**src/thdq_pkg.sv**
```systemverilog
// Shared types and constants for the tap-hold deferred event queue.
package thdq_pkg;

  localparam int MAX_OUT = 16;                   // fired events per tick, at most
  localparam int NW      = $clog2(MAX_OUT + 1);  // width of the fired-event counter
  localparam int CFG_AW  = 3;                    // APB byte address width
  localparam int CFG_DW  = 32;

  localparam logic [1:0] CMD_ENQ    = 2'd0;
  localparam logic [1:0] CMD_CANCEL = 2'd1;
  localparam logic [1:0] CMD_TICK   = 2'd2;

  localparam logic [1:0] KIND_ENQ_ACK    = 2'd0;
  localparam logic [1:0] KIND_CANCEL_ACK = 2'd1;
  localparam logic [1:0] KIND_FIRED      = 2'd2;
  localparam logic [1:0] KIND_NONE_DUE   = 2'd3;

  localparam logic REG_TAP_TERM = 1'b0;          // register index, paddr[2]
  localparam logic [15:0] TAP_TERM_RESET = 16'd200;

  typedef struct packed {
    logic [1:0]  command;
    logic [15:0] keycode;
    logic [7:0]  key_row;
    logic [7:0]  key_col;
    logic        pressed;
  } in_item_t;

  typedef struct packed {
    logic [1:0]  kind;
    logic        ok;
    logic [15:0] out_keycode;
    logic [7:0]  out_row;
    logic [7:0]  out_col;
    logic        out_pressed;
    logic        last;
  } out_item_t;

  // one queue slot as stored in the entry memory
  typedef struct packed {
    logic [31:0] fire_time;
    logic        cancelled;
    logic [15:0] keycode;
    logic [7:0]  row;
    logic [7:0]  col;
    logic        pressed;
  } entry_t;

  typedef struct packed {
    logic match;   // entry position equals key position
    logic due;     // now - fire_time is zero or positive
  } cmp_res_t;

endpackage

```
**src/thdq_ram.sv**
```systemverilog
// Generic single-write, single-read RAM with registered read data.
module thdq_ram #(
  parameter int WIDTH = 8,
  parameter int DEPTH = 16
) (
  input  logic                     clk,
  input  logic                     we,
  input  logic [$clog2(DEPTH)-1:0] waddr,
  input  logic [WIDTH-1:0]         wdata,
  input  logic                     re,
  input  logic [$clog2(DEPTH)-1:0] raddr,
  output logic [WIDTH-1:0]         rdata
);

  logic [WIDTH-1:0] mem [DEPTH];

  always_ff @(posedge clk) begin
    if (we) begin
      mem[waddr] <= wdata;
    end
    if (re) begin
      rdata <= mem[raddr];
    end
  end

endmodule

```
**src/thdq_cmp.sv**
```systemverilog
// Shared compare unit: key position match and wrap-safe due test.
module thdq_cmp
  import thdq_pkg::*;
(
  input  logic [31:0] now_time,
  input  entry_t      entry,
  input  logic [7:0]  key_row,
  input  logic [7:0]  key_col,
  output cmp_res_t    res
);

  logic [31:0] diff;

  assign diff      = now_time - entry.fire_time;
  assign res.due   = ~diff[31];
  assign res.match = (entry.row == key_row) && (entry.col == key_col);

endmodule

```
**src/tap_hold_deferred_event_queue_core.sv**
```systemverilog
// Top level: deferred key event queue with walk sequencer and APB register.
//
//  channel | handshake            | payload / signals
//  --------+----------------------+-------------------------------------------
//  in      | in_valid, in_stall   | in_data  (in_item_t: command, key, position)
//  out     | out_valid, out_stall | out_data (out_item_t: kind, ok, event, last)
//  cfg     | psel/penable/pwrite  | paddr, pwdata, prdata, pready (tap term)
//
// Enqueue writes the entry when accepted with room and answers from S_RESP. Cancel
// and tick walk the queue through the entry memory's single registered read
// port, with a read state and an evaluate state (S_CRD/S_CEV, S_TRD/S_TEV) per
// entry visited; a tick ends in S_TFIN and a cancel in S_RESP.
// in_stall is high from acceptance until the last result is loaded into the
// output register; out_stall holds the final result and, once a fired event is held, the tick walk.
// Reset is synchronous; the entry memory needs no clearing pass.
module tap_hold_deferred_event_queue_core
  import thdq_pkg::*;
#(
  parameter int QUEUE_DEPTH = 16
) (
  input  logic              clk,
  input  logic              rst_n,
  input  logic              in_valid,
  output logic              in_stall,
  input  in_item_t          in_data,
  output logic              out_valid,
  input  logic              out_stall,
  output out_item_t         out_data,
  input  logic              psel,
  input  logic              penable,
  input  logic              pwrite,
  input  logic [CFG_AW-1:0] paddr,
  input  logic [CFG_DW-1:0] pwdata,
  output logic [CFG_DW-1:0] prdata,
  output logic              pready
);

  localparam int IW = (QUEUE_DEPTH > 1) ? $clog2(QUEUE_DEPTH) : 1;
  localparam int CW = $clog2(QUEUE_DEPTH + 1);
  localparam logic [CW:0] DEPTH_S = (CW + 1)'(QUEUE_DEPTH);
  localparam logic [CW-1:0] DEPTH_C = CW'(QUEUE_DEPTH);

  localparam logic [2:0] S_IDLE = 3'd0;
  localparam logic [2:0] S_RESP = 3'd1;
  localparam logic [2:0] S_CRD  = 3'd2;
  localparam logic [2:0] S_CEV  = 3'd3;
  localparam logic [2:0] S_TRD  = 3'd4;
  localparam logic [2:0] S_TEV  = 3'd5;
  localparam logic [2:0] S_TFIN = 3'd6;

  logic [2:0]    state_r, state_nxt;
  logic [31:0]   now_r, now_nxt;
  logic [15:0]   tap_r;
  logic [IW-1:0] head_r, head_nxt;
  logic [CW-1:0] cnt_r, cnt_nxt;
  logic [CW-1:0] idx_r, idx_nxt;
  logic [NW-1:0] n_r, n_nxt;
  logic [1:0]    kind_r, kind_nxt;
  logic          ok_r, ok_nxt;
  logic          pend_v_r, pend_v_nxt;
  entry_t        pend_r, pend_nxt;
  in_item_t      key_r, key_nxt;
  logic [IW-1:0] slot_r, slot_nxt;
  logic          out_valid_r, out_valid_nxt;
  out_item_t     out_data_r, out_data_nxt;

  logic          ram_we, ram_re;
  logic [IW-1:0] ram_waddr, ram_raddr;
  entry_t        ram_wdata, ram_rdata;
  cmp_res_t      cmp;

  logic          accept, out_free, emit;
  out_item_t     emit_item;
  logic [CW:0]   slot_sum;
  logic [IW-1:0] slot_idx, head_inc;

  thdq_ram #(
    .WIDTH ($bits(entry_t)),
    .DEPTH (QUEUE_DEPTH)
  ) u_ram (
    .clk   (clk),
    .we    (ram_we),
    .waddr (ram_waddr),
    .wdata (ram_wdata),
    .re    (ram_re),
    .raddr (ram_raddr),
    .rdata (ram_rdata)
  );

  thdq_cmp u_cmp (
    .now_time (now_r),
    .entry    (ram_rdata),
    .key_row  (key_r.key_row),
    .key_col  (key_r.key_col),
    .res      (cmp)
  );

  // configuration port
  assign pready = 1'b1;
  assign prdata = (paddr[2] == REG_TAP_TERM) ? CFG_DW'(tap_r) : '0;

  always_ff @(posedge clk) begin
    if (!rst_n) begin
      tap_r <= TAP_TERM_RESET;
    end else if (psel && penable && pwrite && paddr[2] == REG_TAP_TERM) begin
      tap_r <= pwdata[15:0];
    end
  end

  assign in_stall  = (state_r != S_IDLE);
  assign accept    = in_valid && !in_stall;
  assign out_free  = !out_valid_r || !out_stall;
  assign out_valid = out_valid_r;
  assign out_data  = out_data_r;

  // slot = (head + idx, or head + count while idle) mod depth; the sum stays below twice the depth
  assign slot_sum = {1'b0, CW'(head_r)} + {1'b0, (state_r == S_IDLE) ? cnt_r : idx_r};
  assign slot_idx = (slot_sum >= DEPTH_S) ? IW'(slot_sum - DEPTH_S) : IW'(slot_sum);
  assign head_inc = (head_r == IW'(QUEUE_DEPTH - 1)) ? '0 : head_r + 1'b1;

  always_comb begin
    state_nxt  = state_r;
    now_nxt    = now_r;
    head_nxt   = head_r;
    cnt_nxt    = cnt_r;
    idx_nxt    = idx_r;
    n_nxt      = n_r;
    kind_nxt   = kind_r;
    ok_nxt     = ok_r;
    pend_v_nxt = pend_v_r;
    pend_nxt   = pend_r;
    key_nxt    = key_r;
    slot_nxt   = slot_r;
    ram_we     = 1'b0;
    ram_waddr  = slot_idx;
    ram_wdata  = ram_rdata;
    ram_re     = 1'b0;
    ram_raddr  = slot_idx;
    emit       = 1'b0;
    emit_item  = '0;

    case (state_r)
      S_IDLE: begin
        if (accept) begin
          key_nxt = in_data;
          idx_nxt = '0;
          n_nxt   = '0;
          ok_nxt  = 1'b0;
          pend_v_nxt = 1'b0;
          case (in_data.command)
            CMD_ENQ: begin
              kind_nxt  = KIND_ENQ_ACK;
              state_nxt = S_RESP;
              if (cnt_r < DEPTH_C) begin
                ram_we              = 1'b1;
                ram_wdata.fire_time = now_r + 32'(tap_r);
                ram_wdata.cancelled = 1'b0;
                ram_wdata.keycode   = in_data.keycode;
                ram_wdata.row       = in_data.key_row;
                ram_wdata.col       = in_data.key_col;
                ram_wdata.pressed   = in_data.pressed;
                cnt_nxt             = cnt_r + 1'b1;
                ok_nxt              = 1'b1;
              end
            end
            CMD_CANCEL: begin
              kind_nxt  = KIND_CANCEL_ACK;
              state_nxt = (cnt_r == '0) ? S_RESP : S_CRD;
            end
            CMD_TICK: begin
              now_nxt   = now_r + 32'd1;
              state_nxt = S_TRD;
            end
            default: begin
              state_nxt = S_IDLE;
            end
          endcase
        end
      end

      S_RESP: begin
        if (out_free) begin
          emit           = 1'b1;
          emit_item.kind = kind_r;
          emit_item.ok   = ok_r;
          emit_item.last = 1'b1;
          state_nxt      = S_IDLE;
        end
      end

      S_CRD: begin
        ram_re    = 1'b1;
        slot_nxt  = slot_idx;
        state_nxt = S_CEV;
      end

      S_CEV: begin
        // oldest match wins, even if already cancelled
        if (cmp.match) begin
          ram_we              = 1'b1;
          ram_waddr           = slot_r;
          ram_wdata.cancelled = 1'b1;
          ok_nxt              = 1'b1;
          state_nxt           = S_RESP;
        end else if (idx_r + 1'b1 == cnt_r) begin
          state_nxt = S_RESP;
        end else begin
          idx_nxt   = idx_r + 1'b1;
          state_nxt = S_CRD;
        end
      end

      S_TRD: begin
        ram_raddr = head_r;
        if (cnt_r == '0 || n_r == NW'(MAX_OUT)) begin
          state_nxt = S_TFIN;
        end else begin
          ram_re    = 1'b1;
          state_nxt = S_TEV;
        end
      end

      S_TEV: begin
        if (ram_rdata.cancelled) begin
          head_nxt  = head_inc;
          cnt_nxt   = cnt_r - 1'b1;
          state_nxt = S_TRD;
        end else if (!cmp.due) begin
          state_nxt = S_TFIN;
        end else if (!pend_v_r || out_free) begin
          // the held event is not the last one: send it on
          if (pend_v_r) begin
            emit                  = 1'b1;
            emit_item.kind        = KIND_FIRED;
            emit_item.out_keycode = pend_r.keycode;
            emit_item.out_row     = pend_r.row;
            emit_item.out_col     = pend_r.col;
            emit_item.out_pressed = pend_r.pressed;
          end
          pend_nxt   = ram_rdata;
          pend_v_nxt = 1'b1;
          n_nxt      = n_r + 1'b1;
          head_nxt   = head_inc;
          cnt_nxt    = cnt_r - 1'b1;
          state_nxt  = S_TRD;
        end
      end

      S_TFIN: begin
        if (out_free) begin
          emit           = 1'b1;
          emit_item.last = 1'b1;
          if (pend_v_r) begin
            emit_item.kind        = KIND_FIRED;
            emit_item.out_keycode = pend_r.keycode;
            emit_item.out_row     = pend_r.row;
            emit_item.out_col     = pend_r.col;
            emit_item.out_pressed = pend_r.pressed;
          end else begin
            emit_item.kind = KIND_NONE_DUE;
          end
          pend_v_nxt = 1'b0;
          state_nxt  = S_IDLE;
        end
      end

      default: begin
        state_nxt = S_IDLE;
      end
    endcase
  end

  always_comb begin
    out_data_nxt  = out_data_r;
    out_valid_nxt = out_valid_r && out_stall;
    if (emit) begin
      out_data_nxt  = emit_item;
      out_valid_nxt = 1'b1;
    end
  end

  always_ff @(posedge clk) begin
    if (!rst_n) begin
      state_r     <= S_IDLE;
      now_r       <= '0;
      head_r      <= '0;
      cnt_r       <= '0;
      pend_v_r    <= 1'b0;
      out_valid_r <= 1'b0;
    end else begin
      state_r     <= state_nxt;
      now_r       <= now_nxt;
      head_r      <= head_nxt;
      cnt_r       <= cnt_nxt;
      pend_v_r    <= pend_v_nxt;
      out_valid_r <= out_valid_nxt;
    end
  end

  always_ff @(posedge clk) begin
    idx_r      <= idx_nxt;
    n_r        <= n_nxt;
    kind_r     <= kind_nxt;
    ok_r       <= ok_nxt;
    pend_r     <= pend_nxt;
    key_r      <= key_nxt;
    slot_r     <= slot_nxt;
    out_data_r <= out_data_nxt;
  end

  a_cnt_bound: assert property (@(posedge clk) disable iff (!rst_n)
    cnt_r <= DEPTH_C)
    else $error("entry count above queue depth");

  a_fired_cap: assert property (@(posedge clk) disable iff (!rst_n)
    (state_r == S_TEV || state_r == S_TFIN) |-> n_r <= NW'(MAX_OUT))
    else $error("too many fired events held for one tick");

  a_fired_no_ok: assert property (@(posedge clk) disable iff (!rst_n)
    (out_valid_r && out_data_r.kind == KIND_FIRED) |-> !out_data_r.ok)
    else $error("fired event carries ok");

  a_none_last: assert property (@(posedge clk) disable iff (!rst_n)
    (out_valid_r && out_data_r.kind != KIND_FIRED) |-> out_data_r.last)
    else $error("ack or nothing-due result without last");

  a_idle_no_pend: assert property (@(posedge clk) disable iff (!rst_n)
    (state_r == S_IDLE) |-> !pend_v_r)
    else $error("held fired event left behind after a tick");

endmodule

```
**config.mk**
```make
export PLATFORM = sky130hd
export DESIGN_NAME = tap_hold_deferred_event_queue_core
export DESIGN_NICKNAME = d
export VERILOG_FILES = /design/src/thdq_pkg.sv /design/src/thdq_ram.sv /design/src/thdq_cmp.sv /design/src/tap_hold_deferred_event_queue_core.sv
export SDC_FILE = /design/constraint.sdc
export NUM_CORES = 1
export LEC_CHECK = 0
export ABC_CLOCK_PERIOD_IN_PS = 7650
export BUFFER_PORTS_ARGS = -buffer_cell sky130_fd_sc_hd__buf_4
export CORE_ASPECT_RATIO = 1.75
export CORE_MARGIN = 4
export CORE_UTILIZATION = 31
export DETAILED_ROUTE_END_ITERATION = 8
export HOLD_SLACK_MARGIN = 0.15
export PLACE_DENSITY = 0.52
export REMOVE_ABC_BUFFERS = 1
export SYNTH_ARGS = -nofsm -noshare
export SYNTH_HDL_FRONTEND = slang
export SYNTH_SLANG_ARGS = --single-unit
```
**constraint.sdc**
```tcl
create_clock -name clk -period 7.65 [get_ports clk]
set_clock_uncertainty 0.1 [all_clocks]
set_input_delay 0 -clock clk [delete_from_list [all_inputs] [get_ports clk]]
set_output_delay 0 -clock clk [all_outputs]
set_load 0.005 [all_outputs]
```
Yosys cells after proc, flatten, opt, wreduce, memory -nomap -nowiden
Memory sizes are Yosys's and may differ from the RTL's. A register that Yosys moved wholly into a read port is not among the register bits. Index checks and enable logic that the tools add are counted.

Input bits: 77. Output and inout port bits: 72. Bits in writable memories: 1056. Register bits after elaboration: 165. Memories kept: 1. Word-level logic and storage cells: 188.

Memories: u_ram.mem (depth 16, bits a word 66, read ports 1, clocked after memory_dff 1, wr ports 1, RTL line thdq_ram.sv:15) `logic [WIDTH-1:0] mem [DEPTH];`.

Bitwise operators: 3. $add $sub $neg: 10. Equal/unequal tests: 28. Multiplexer cells: 84. Reduce and logical (&&, ||, !) cells: 35. $lt $le $gt $ge: 2.

Operators by type and width (number): $mux W66 (3); $mux W33 (5); $pmux W33 S2 (1); $mux W5 (13); $mux W34 (1); $add A32 B1 Y32 const B (1); $add A32 B16 Y32 (1); $mux W32 (1); $mux W4 (8); $sub A32 B32 Y32 (1); $pmux W5 S2 (3); $mux W1 (22); $mux W3 (7); $ne A2 B2 Y1 const B (9); $pmux W3 S6 (1); $eq A8 B8 Y1 (2); $mux W16 (1); $mux W2 (8); $add A5 B1 Y5 const B (3); $reduce_and A3 Y1 (5); $pmux W1 S2 (6); $reduce_and A6 Y1 (2); $eq A3 B3 Y1 const B (3); $pmux W3 S3 (1); other kinds (33) (54).

Logic depth before layout (Yosys ltp)
Word-level depth: 8. Depth in mapped cells: 17. Depth with buffers taken out: 14.

By module
From an unflattened synthesis, not the netlist that was laid out.

Cells, all modules: 2721. Area total of the unflattened synthesis: 51450.6 um^2.

By module, submodules not included: thdq_ram (area an instance 41459.8 um^2, cells each 1698, times used 1, sequential area each 33692.3 um^2); tap_hold_deferred_event_queue_core (area an instance 9046.2 um^2, cells each 894, times used 1, sequential area each 4304.1 um^2); thdq_cmp (area an instance 944.7 um^2, cells each 129, times used 1, sequential area each 0.0 um^2).

Worst setup path before layout
No wires, ideal clock.

Kind: reg-to-reg. Start point: register state_r[2]. End point: memory u_ram.mem[10][0] (netlist bit), enable pin. Library setup time: 0.491 ns. Arrival: 4.923 ns. Cell stages (with the launch flop): 14. Buffers on the path: 1. Slack: 2.137 ns. Clock period less this slack: 5.513 ns. Required time: 7.059 ns. Cell sequence: dfxtp_1 > buf_2 > nor3_4 > inv_4 > o21ai_0 > ha_1 > a21o_1 > a21oi_1 > xnor2_1 > xnor2_2 > inv_1 > nor3_1 > a31oi_1 > nor2_1.

Cells in the longest elaborated chain, start to end: 7. Elaborated cells between the ends (all ways): 16. Classes of those cells: 2 x add/sub; 1 x order compare; 1 x eq/ne; 8 x mux; 4 x reduce/logical.

RTL lines: start: declaration (RTL line tap_hold_deferred_event_queue_core.sv:51) `logic [2:0] state_r, state_nxt;`; start signal: assignment (RTL line tap_hold_deferred_event_queue_core.sv:291) `state_r <= state_nxt;`; $reduce_bool A3 Y1 (RTL line tap_hold_deferred_event_queue_core.sv:110) `assign in_stall = (state_r != S_IDLE);`; named net in_stall (RTL line tap_hold_deferred_event_queue_core.sv:24) `output logic in_stall,`; $logic_not A1 Y1 (RTL line tap_hold_deferred_event_queue_core.sv:111) `assign accept = in_valid && !in_stall;`; $logic_and A1 B1 Y1 (RTL line tap_hold_deferred_event_queue_core.sv:111); $mux W1 (RTL line tap_hold_deferred_event_queue_core.sv:144) `if (accept) begin`; $pmux W1 S2 (RTL line tap_hold_deferred_event_queue_core.sv:142) `case (state_r)`; $mux W1 (RTL line thdq_ram.sv:18) `if (we) begin`; $mux W1 (implied by the code) (RTL line thdq_ram.sv:19) `mem[waddr] <= wdata;`; end: declaration (RTL line thdq_ram.sv:15).

The timed path passes the listed nets, and every way through them passes these cells.

Worst setup path after layout
Start point: register u_ram.rdata[6] (read register of u_ram.mem). End point: memory u_ram.mem[3][33] (netlist bit), enable pin.

Cells in the longest elaborated chain, start to end: 6. Elaborated cells between the ends (all ways): 8. Classes of those cells: 1 x eq/ne; 6 x mux; 1 x reduce/logical.

RTL lines: start: declaration (RTL line thdq_ram.sv:12) `output logic [WIDTH-1:0] rdata`; $eq A8 B8 Y1 * (RTL line thdq_cmp.sv:16) `assign res.match = (entry.row == key_row) && (entry.col == key_col);`; $logic_and A1 B1 Y1 * (RTL line thdq_cmp.sv:16); $mux W1 (RTL line tap_hold_deferred_event_queue_core.sv:199) `if (cmp.match) begin`; $pmux W1 S2 (RTL line tap_hold_deferred_event_queue_core.sv:142); $mux W1 (RTL line thdq_ram.sv:18); $mux W1 (implied by the code) (RTL line thdq_ram.sv:19).

Mark *: on every way between the ends. The rest lies on a longest branch, timed or not.

==> flow_summary.yaml <==
drt:
  first_pass_iters: 5
  vias: 32600
  routedWlPerCell_um: 21.8
  ant_nets: 0
  drt-total-wl_um: 142000
  first_iter_violations: 2201
  avgViaCountPerCell: 5.02
  drc: 0
logic_synthesis:
  yosysWarnings: 0
  synth.avg_cell_area_um2: 13.3
  synth_ff_type: "edfxtp_1"
  async_reset_ff_share_pct: 0
  yosysUniqueCellTypes: 72
  syn_inst: 3997
  synth_edf_count: 1224
  syn-cell-area_um2: 53200
  synth-seq-cells: 1286
  ys_seq_area_share_pct: 71.4
hold_path:
  hold_path.class: "in -> reg"
sta:
  fin_crit_ns: 5.27
  min_period_over_period_pct: 68.9
  worst_pin_slew_ns: 1.10
  clock.fmax_mhz: 190
  slew-limit-headroom_pct: 26.6
  setup_violations: 0
  rsz0062_at_grt: "false"
  slew_viol_final: 0
  holdWs_ns: 0.237
  finalHoldViolations: 0
  setup-tns-final_ns: 0
placement:
  port-buffer-count: 113
  gp_congestion: 0.772
  dpl.hpwl_um: 75700
power:
  switching_share_pct: 24.8
  share_comb_of_total_power_pct: 11.3
  p_leak_nw: 20.3
  power_density_nw_per_um2: 253
  p_int_w: 0.0118
  peakVddDrop_mv: 0.189
  power.share.clock_pct: 37.7
  p_sw_w: 0.00389
  p_seq_share_pct: 50.9
setup_path:
  end_kind: "flip-flop"
  critPathSlowestCell: "nor2_1"
  timing.rr.start: "u_ram.rdata[6]$_DFFE_PP_"
  crit_start: "u_ram.rdata[6]$_DFFE_PP_"
  cp.required_ns: 7.86
  critPathLaunchType: "flip-flop"
  arrival_ns: 5.49
  critPathMaxFanout: 29
  worstSetupEndpoint: "u_ram.mem[3][33]$_DFFE_PP_"
  worst_path_largest_cell_delay_ns: 0.85
  reg2reg_slack_ns: 2.38
  crit_type: "reg -> reg"
  reg2regPathDepth: 8
  r2r-end: "u_ram.mem[3][33]$_DFFE_PP_"
  path_cells: "xor2_1, nor4_1, nand4_1, nor2_1, nand2_1, o32a_1, nor2_4, buf_4"
clock_network:
  cts_buffer_depth: 3
  clkSinkCount: 1286
  path_clk_slew_ns: 0.06
  post_cts_buffers: 0
  cts.repair.resized: 0
  clockRootBuffer: "clkbuf_16"
  insertion_delay_ns: 0.71
  cts_buffers: 113
  htree_levels: 3
  cts_tree: "done"
floorplan:
  die_h_um: 556
  ioPinCount: 149
  die-area_um2: 179000
  start_util_pct: 31.3
  core_area_um2: 170000
  num_rows: 200
  die_w_um: 321
final_layout:
  nFillCells: 16200
  final_common_cell: "edfxtp_1"
  mostFrequentLayoutCells: "1224 x edfxtp_1, 782 x nand2_1, 332 x a211oi_1, 230 x and2_1, 198 x a21oi_1"
  fin_util_pct: 36.4
  drive_above_1_share_pct: 9.82
  syn_to_final_growth_pct: 16.4
  nets: 4316
grt:
  antenna_found_initial: 2
  grt_pass1_wl_um: 210000
  grt_max_degree: 203
  overflow: 0
  grt_pass1_vias: 32700
  gr-usage-all-layers_pct: 15.4
run_status:
  status: "finished clean"
job:
  maxCapViolCount: 0
-- worst min-delay path by stage --
| stage | start | to | depth (start not counted) |
|---|---|---|---|
| after floorplan | paddr[2] | prdata[1] | 1 |
| after global placement | in_data[14] | key_r[14]$_DFFE_PP_ | 1 |
| after detailed placement | in_data[14] | key_r[14]$_DFFE_PP_ | 1 |
| after CTS | in_data[33] | kind_r[0]$_DFFE_PP_ | 3 |
| after global routing | in_data[33] | kind_r[0]$_DFFE_PP_ | 3 |
| final | in_data[33] | kind_r[0]$_DFFE_PP_ | 3 |
-- cell families after synthesis --
group	after synthesis	synth area share, %
DFF	1286	71.4
buffers and inverters	332	2.65
xor gates and xnor gates	85	1.41
AOI/OAI and AO/OA	908	11.6
adders and majority gates	60	1.45
muxes	9	0.179
other	2	0.0141
and+or+nand+nor	1315	11.2
-- area by class of cell --
| cell class | count | area (µm²) | share of cell area, % |
|---|---|---|---|
| flip-flops and latches | 1286 | 38000 | 61.4 |
| inverters | 53 | 201 | 0.325 |
| well taps | 2222 | 2780 | 4.49 |
| diodes | 1 | 2.50 | 0.00404 |
| multi-input cells | 2394 | 14100 | 22.8 |
| clock buffers | 132 | 2940 | 4.75 |
| repair buffers | 331 | 3030 | 4.90 |
| clock inverters | 81 | 865 | 1.40 |
-- timing repair --
item,4_1_cts,5_1_grt
setup endpoints to repair,0,0
hold buffers,124,0
endpoints found under the hold margin,650,0
-- layer usage --
layer  routed length (µm)  up-vias  global-route usage (%)  share of wire (%)
li1                     -    15300                       -                  -
met1                58400    16400                    18.7                 41
met2                74700      723                    28.8                 53
met3                 5200      179                    1.77                3.7
met4                 3440        0                    4.26                2.4
met5                    0        -                       0                  0
-- metrics by stage --
step | total power, W | cell area [µm²] | setup WS [ns] | instances
floorplan | 0.00976 | 52100 | -15.41 | 3733
global placement | 0.00987 | 56900 | 2.31 | 6162
finish | 0.0157 | 61900 | 2.38 | 6500
global route | 0.0163 | 61900 | 2.19 | 6500
CTS | 0.0158 | 61900 | 2.16 | 6499
detailed placement | 0.00988 | 56900 | 2.19 | 6162
-- power by group through the flow --
stage,Combinational [W],Sequential [W],Clock (W)
3_5_place_dp,0.00175,0.00813,0
5_1_grt,0.00197,0.00798,0.00632
4_1_cts,0.00181,0.00798,0.00606
6_report,0.00178,0.00798,0.00591
3_3_place_gp,0.00174,0.00813,0
2_1_floorplan,0.00164,0.00812,0
-- cell usage after synthesis (12+ instances only) --
master / count / area, µm²
buf_2: 14 / 70.1
a21oi_1: 200 / 1000
a211oi_1: 332 / 2490
clkbuf_1: 226 / 848
o21ai_0: 61 / 305
buf_4: 18 / 135
a311oi_1: 132 / 1160
inv_1: 51 / 191
nor2_1: 111 / 417
nand3_1: 36 / 180
edfxtp_1: 1224 / 36800
and2_0: 41 / 257
nand2_1: 782 / 2940
xnor2_1: 30 / 263
and2_1: 230 / 1440
or3_1: 12 / 75.1
a31oi_1: 140 / 876
nor3_1: 13 / 65.1
dfxtp_1: 62 / 1240
and3_1: 18 / 113
nor2b_1: 27 / 169
ha_1: 57 / 713
xor2_1: 54 / 473
-- state kept, by name, summed over array words and instances, names as in the netlist --
signal and count:
n_r 5, state_r 3, u_ram.mem 1056, u_ram.rdata 66, out_valid 1, tap_r 16, pend_r 33, out_data 37
pend_v_r 1, now_r 32, head_r 4, cnt_r 5, idx_r 5, kind_r 1, slot_r 4, key_r 16
ok_r 1
-- worst max-delay path, delay by kind of cell, from the launching register on --
family | cells | cell delay [ns]
AOI/OAI and AO/OA | 1 | 0.38
xor gates and xnor gates | 1 | 0.22
buffers and inverters | 1 | 0.63
DFF | 1 | 0.48
and+or+nand+nor | 5 | 3.01
Note: power is estimated with default switching activity, not from simulation.
